File: config.mk
export PLATFORM = sky130hd
export DESIGN_NAME = dbrp_ram
export DESIGN_NICKNAME = d
export VERILOG_FILES = /design/src/dbrp_ram.sv
export SDC_FILE = /design/constraint.sdc
export NUM_CORES = 1
export LEC_CHECK = 0
export BUFFER_PORTS_ARGS = -buffer_cell sky130_fd_sc_hd__buf_4
export CORE_MARGIN = 3
export CORE_UTILIZATION = 30
export CTS_BUF_LIST = sky130_fd_sc_hd__clkbuf_4 sky130_fd_sc_hd__clkbuf_8 sky130_fd_sc_hd__clkbuf_16
export DETAILED_ROUTE_END_ITERATION = 6
export PLACE_DENSITY = 0.56
export SETUP_SLACK_MARGIN = 0.3
export SYNTH_ARGS = -nofsm -noshare
export SYNTH_HDL_FRONTEND = slang
export SYNTH_SLANG_ARGS = --single-unit
File: constraint.sdc
create_clock -name i_clk -period 2.2 [get_ports i_clk]
set_input_delay 0.33 -clock i_clk [delete_from_list [all_inputs] [get_ports i_clk]]
set_output_delay 0.33 -clock i_clk [all_outputs]
set_load 0.02 [all_outputs]
File: src/dbrp_ram.sv
`default_nettype none

module dbrp_ram #(
    parameter int WIDTH = 8,
    parameter int DEPTH = 16
) (
    input  wire logic                     i_clk,
    input  wire logic                     i_we,
    input  wire logic [$clog2(DEPTH)-1:0] i_waddr,
    input  wire logic [WIDTH-1:0]         i_wdata,
    input  wire logic [$clog2(DEPTH)-1:0] i_raddr,
    output logic      [WIDTH-1:0]         o_rdata
);

    logic [WIDTH-1:0] r_mem [DEPTH];

    // one write port, one registered read port
    always_ff @(posedge i_clk) begin
        if (i_we) begin
            r_mem[i_waddr] <= i_wdata;
        end
        o_rdata <= r_mem[i_raddr];
    end

endmodule

`default_nettype wire

# Yosys cells after proc, flatten, opt, wreduce, memory -nomap -nowiden
# Memory sizes are Yosys's and may differ from the RTL's. A register that Yosys moved wholly into a read port is not among the register bits.
# Index checks and enable logic that the tools add are counted.
totals:
  reg_bits: 0
  mem_bits_rw: 128
  inputBits: 18
  output_inout_bits: 8
  word_cells: 3
  n_memories: 1
mem_list:
  columns: ["memory", "depth", "word_bits", "read_ports", "rd_ports_with_merged_regs", "write_ports", "line", "rtl"]
  rows:
  - ["r_mem", 16, 8, 1, 1, 1, "15", "logic [WIDTH-1:0] r_mem [DEPTH];"]
classes:
  mux: 2
op_table:
  columns: ["op", "n"]
  rows:
  - ["1-bit two-way mux", 2]

# Depth between registers and ports, before layout
# Gate-level depths: netlist (run 1).
logic_depth:
  ltp_word: 2
  ltp_mapped: 5
  ltp_nobuf: 3

# Least setup slack after synthesis (run 1)
# No wires, ideal clock.
synth_path:
  path_type: "input port to flip-flop"
  startpoint: "input port i_waddr[2]"
  endpoint: "memory r_mem[0][0] (enable)"
  setup_ns: 0.383
  arrival_ns: 1.440
  required_ns: 1.817
  setup_slack_ns: 0.377
  stages: 2
  n_path_buf: 0
  path_cell_list: "or3b_2 -> nor3_1"
synth_rtl:
  columns: ["element", "line", "rtl"]
  rows:
  - ["start, declared", "9", "input wire logic [$clog2(DEPTH)-1:0] i_waddr,"]
  - ["end, declared", "15", null]
# No word-level cell before the write port.

==> out/results.ini, run 1 <==
[synth]
synth_area_sq_um = 5150
yosys_warnings = 0
avgSynthCellArea_sq_um = 22.5
synth_top_area_share = 0.747
synthCells = 229
synth_area_leaders = edfxtp_1, mux4_2, mux4_1
ys_types = 19
ys_ff_latch = 136
syn_nets = 247
synth-seq-area-share = 0.778
synth_top_cell_by_area = edfxtp_1

[floorplan]
die_y_um = 137
die_w_um = 137
design.core.area_sq_um = 16700
dieArea_sq_um = 18800
ios = 26
rows = 47
initial_core_util = 0.308

[global_route]
grt_max_degree = 33
grt_use_total = 0.120
antenna_found_initial = 0
grt_pass1_vias = 2570
grt-ovfl-total = 0
grt_pass1_wl_um = 15800

[placed_design]
place_area_sq_um = 5700
io_buffer_count = 25
pre_cts_ws_ns = 0.330
dp_hpwl_um = 6680
place.gp.congestion = 0.686

[critical_path]
crit_start = i_raddr[0]
cp-end-kind = flip-flop
cp_max_fo = 12
critPathRequiredTime_ns = 2.49
critPathKind = in2reg
cp_data_arrival_time_ns = 1.72
regToRegStartpoint = r_mem[2][0]
cp-start-kind = input port

[clock_tree]
cts_hold_buf = 0
root_buffer = clkbuf_16
clockBufferDepth = 2
tritoncts = done
insertion_delay_ns = 0.41
clk_pin_slew_worst_paths_ns = 0.06
cts_setup_buffers = 0
cts_num_sinks = 136
cts_resized = 0
htree_levels = 4
cts_inserted_buffers = 17

[final_layout]
final_common_cell = edfxtp_1
fin_util = 0.376
final_cell_mix = edfxtp_1, buf_4, mux4_2, clkbuf_16, a22oi_1
antenna_cells = 0
final_nets = 301
area_growth_pct = 22.0
nFillCells = 1549
design_area_sq_um = 6280
drive_gt1_frac = 0.321

[drt]
wl_per_cell_um = 19.6
antenna_left = 0
totalWireLength_um = 10100
vias = 2405
drt_iter0_drc = 241
drc = 0
dr.pass1.iters = 4
vias_per_cell = 4.66

[timing]
tightest_slew_ns = 0.468
max_clock_freq_mhz = 698
setup_viol = 0
rsz0062_at_grt = no
fin_crit_ns = 1.43
final.setup.tns_ns = 0
relSlewSlack = 0.688
drv_slew = 0
finalCritPeriodShare = 0.651
finalHoldViolCount = 0
setup_ws_ns = 0.768
skew_ns = 0.00561

[power_and_ir_drop]
p_per_area_nw_per_um2 = 944
ir_drop_v = 0.000559
p_leak_nw = 2.13

[worst_hold_path]
hp-class = in2reg
worstHoldStart = i_wdata[3]

[run]
cap_violations = 0

[run_status]
status = complete, no violations

report_power, final:
part	leakage, nW	internal [W]	switching, W
sequential	1.22	0.00290	0.0000183
combinational	0.606	0.000137	0.000168
clock	0.297	0.00177	0.000941
total	2.13	0.00481	0.00113
cells by family after synthesis:
logic type,share of synthesized area
multiplexers,0.150
flip-flops,0.778
AND/OR/NAND/NOR,0.0318
AO/OA/AOI/OAI,0.0233
buffers and inverters,0.0168
synth_stat cells:
library cell and instances:
nand2b_1 2, buf_4 1, buf_2 3, or3b_2 1, nor2b_1 1, and2b_1 1, edfxtp_1 128, a22oi_1 16
nand2_1 9, nand3b_1 2, dfxtp_1 8, mux4_1 14, buf_6 3, mux4_2 18, clkdlybuf4s25_2 3, nand3_1 1
nor2_1 13, nor3_1 4, and2_1 1
registers in the layout, indices dropped and copies added (netlist names):
name	flops
r_mem	128
o_rdata	8
routing by layer:
| layer | part of all wire | vias up | global-route usage |
|---|---|---|---|
| met1 | 0.44 | 1239 | 0.157 |
| met5 | 0 | - | 0 |
| met3 | 0.056 | 17 | 0.0386 |
| li1 | - | 1083 | - |
| met2 | 0.49 | 66 | 0.183 |
| met4 | 0.016 | 0 | 0.0516 |
layout make-up:
type | count | area, sq um | area share
timing repair buffer | 45 | 363 | 0.0578
clock buffer | 28 | 539 | 0.0858
clock inverter | 4 | 43.8 | 0.00697
sequential | 136 | 4000 | 0.637
tap | 220 | 275 | 0.0438
multi-input combinational | 83 | 1060 | 0.168
critical path, cell delays in order:
cell and delay [ns]:
buf_4 0.23, buf_12 0.20, mux4_1 0.55, a22oi_1 0.31, nand2_1 0.09
path summary, 6_finish.rpt:
kind	end	slack, ns	cells past startpoint
setup / recovery	o_rdata[0]	0.77	5
hold / removal	r_mem[4][3]	0.22	1
setup reg to reg	o_rdata[0]	0.82	3
hold reg to reg	o_rdata[4]	0.67	3
through the flow:
step / instances / hold WS (ns) / total power [W]
3_5_place_dp: 484 / 0.651 / 0.00328
3_3_place_gp: 484 / 0.627 / 0.00327
2_1_floorplan: 229 / 0.429 / 0.00313
6_report: 516 / 0.224 / 0.00593
5_1_grt: 516 / 0.232 / 0.00615
4_1_cts: 516 / 0.212 / 0.00600
Power figures use the tool's default switching activity.
==> run 2: changes to the inputs <==
--- a/config.mk
+++ b/config.mk
@@ -10,7 +10,7 @@
 export CORE_UTILIZATION = 30
 export CTS_BUF_LIST = sky130_fd_sc_hd__clkbuf_4 sky130_fd_sc_hd__clkbuf_8 sky130_fd_sc_hd__clkbuf_16
 export DETAILED_ROUTE_END_ITERATION = 6
-export PLACE_DENSITY = 0.56
+export PLACE_DENSITY = 0.57
 export SETUP_SLACK_MARGIN = 0.3
 export SYNTH_ARGS = -nofsm -noshare
 export SYNTH_HDL_FRONTEND = slang
==> constraint.sdc (replaced) <==
create_clock -name i_clk -period 1.3 [get_ports i_clk]
set_input_delay 0.195 -clock i_clk [delete_from_list [all_inputs] [get_ports i_clk]]
set_output_delay 0.195 -clock i_clk [all_outputs]
set_load 0.02 [all_outputs]
==> run 2 against run 1 <==
Register-to-register slack got worse by 0.79 ns. Sequential share of layout area fell by 4.5 points. Combinational power up 120%. Die area unchanged. Global-route usage grew 0.66 points. Critical path type is now reg2reg. Critical endpoint is now o_rdata[1].
==> out/results.ini, run 2 (same netlist as run 1, synthesis figures left out) <==
[run_status]
status = complete, no violations

[critical_path]
cp_max_fo = 1
critPathRequiredTime_ns = 1.58
cp-start-kind = flip-flop
regToRegStartpoint = r_mem[10][1]
reg2reg_depth = 3
critPathKind = reg2reg
cp-end-kind = flip-flop
cp_data_arrival_time_ns = 1.55
r2r_slack_ns = 0.03
timing.rr.end = o_rdata[1]

[final_layout]
design_area_sq_um = 6770
final_common_cell = edfxtp_1
fin_util = 0.405
largestRegisters = r_mem x128, o_rdata x8
largest_register_ffs = 128
regMostFlops = r_mem
antenna_cells = 0
area_growth_pct = 31.6
final_cell_mix = edfxtp_1, buf_4, mux4_2, clkbuf_16, buf_12
final_nets = 322
drive_gt1_frac = 0.521

[clock_tree]
cts_inserted_buffers = 17
insertion_delay_ns = 0.40
cts_num_sinks = 136
tritoncts = done
htree_levels = 4
clockBufferDepth = 2
root_buffer = clkbuf_16
clk_pin_slew_worst_paths_ns = 0.05

[drt]
wl_per_cell_um = 19.9
vias_per_cell = 4.58
antenna_left = 0
totalWireLength_um = 10700
vias = 2459
dr.pass1.iters = 4
drt_iter0_drc = 173
drc = 0

[worst_hold_path]
hold_path_depth = 1
worstHoldStart = i_wdata[4]
whs_endpoint = r_mem[10][4]
hp-class = in2reg

[timing]
tightest_slew_ns = 1.00
final.setup.tns_ns = 0
drv_slew = 0
rsz0062_at_grt = yes
setup_viol = 0
finalCritPeriodShare = 0.976
max_clock_freq_mhz = 788
fin_crit_ns = 1.27
relSlewSlack = 0.330
finalHoldViolCount = 0
skew_ns = 0.00826

[placed_design]
io_buffer_count = 25
dp_hpwl_um = 7460
place.gp.congestion = 0.750
place_area_sq_um = 6090

[global_route]
antenna_found_initial = 0
grt_use_total = 0.126
grt_max_degree = 17
grt_use_met3 = 0.0423
grtUsageMet1 = 0.178
grt_use_met2 = 0.184
gr-max-usage-layer = met2
grt_pass1_vias = 2650
grt-ovfl-total = 0
grt_pass1_wl_um = 16600

[power_and_ir_drop]
finalPower_w = 0.0102
ir_drop_v = 0.000904
p_leak_nw = 2.25
p_per_area_nw_per_um2 = 1500

[floorplan]
ios = 26
die_w_um = 137
initial_core_util = 0.308
design.core.area_sq_um = 16700
rows = 47
die_y_um = 137
dieArea_sq_um = 18800

[run]
cap_violations = 0

## run 2: layout make-up
| type | count | area, sq um |
|---|---|---|
| Multi-Input combinational cell | 83 | 1180 |
| Clock inverter | 4 | 42.5 |
| Fill cell | 1488 | 9930 |
| Sequential cell | 136 | 4010 |
| Tap cell | 220 | 275 |
| Timing Repair Buffer | 66 | 717 |
| Clock buffer | 28 | 539 |
## run 2: where the power goes
part | switching [W] | internal (W)
clock | 0.00155 | 0.00299
combinational | 0.000341 | 0.000326
sequential | 0.0000398 | 0.00491
## run 2: worst max-delay path by stage
stage,startpoint,end
2_1_floorplan,i_waddr[2],r_mem[0][0]
3_3_place_gp,i_raddr[0],o_rdata[1]
3_5_place_dp,i_raddr[0],o_rdata[0]
4_1_cts,r_mem[10][5],o_rdata[5]
5_1_grt,r_mem[11][0],o_rdata[0]
6_report,r_mem[10][1],o_rdata[1]
## run 2: through the flow
step | std cells | hold slack, ns | setup WS (ns)
floorplan | 229 | 0.294 | 0.00199
global placement | 505 | 0.500 | -0.284
detailed placement | 505 | 0.510 | -0.267
CTS | 537 | 0.0746 | 0.0211
global route | 537 | 0.0874 | 0.00130
finish | 537 | 0.0965 | 0.0312
## run 2: critical path: stages, from the launching register on
cell and delay, ns:
edfxtp_1 0.37, mux4_2 0.49, a22oi_2 0.22, nand2_1 0.07
## run 2: per-layer routing
metal,vias to the layer above,share of wire
met4,0,0.0087
met1,1265,0.46
met5,-,0
met2,73,0.47
met3,8,0.062
li1,1113,-
## run 2: what timing repair did
action / CTS / global route
buffers inserted: 0 / 0
setup endpoints to repair: 24 / 20
hold endpoints to repair: 0 / 0
hold buffers: 0 / 0
resized for setup: 22 / 6
pin swaps: 3 / 1
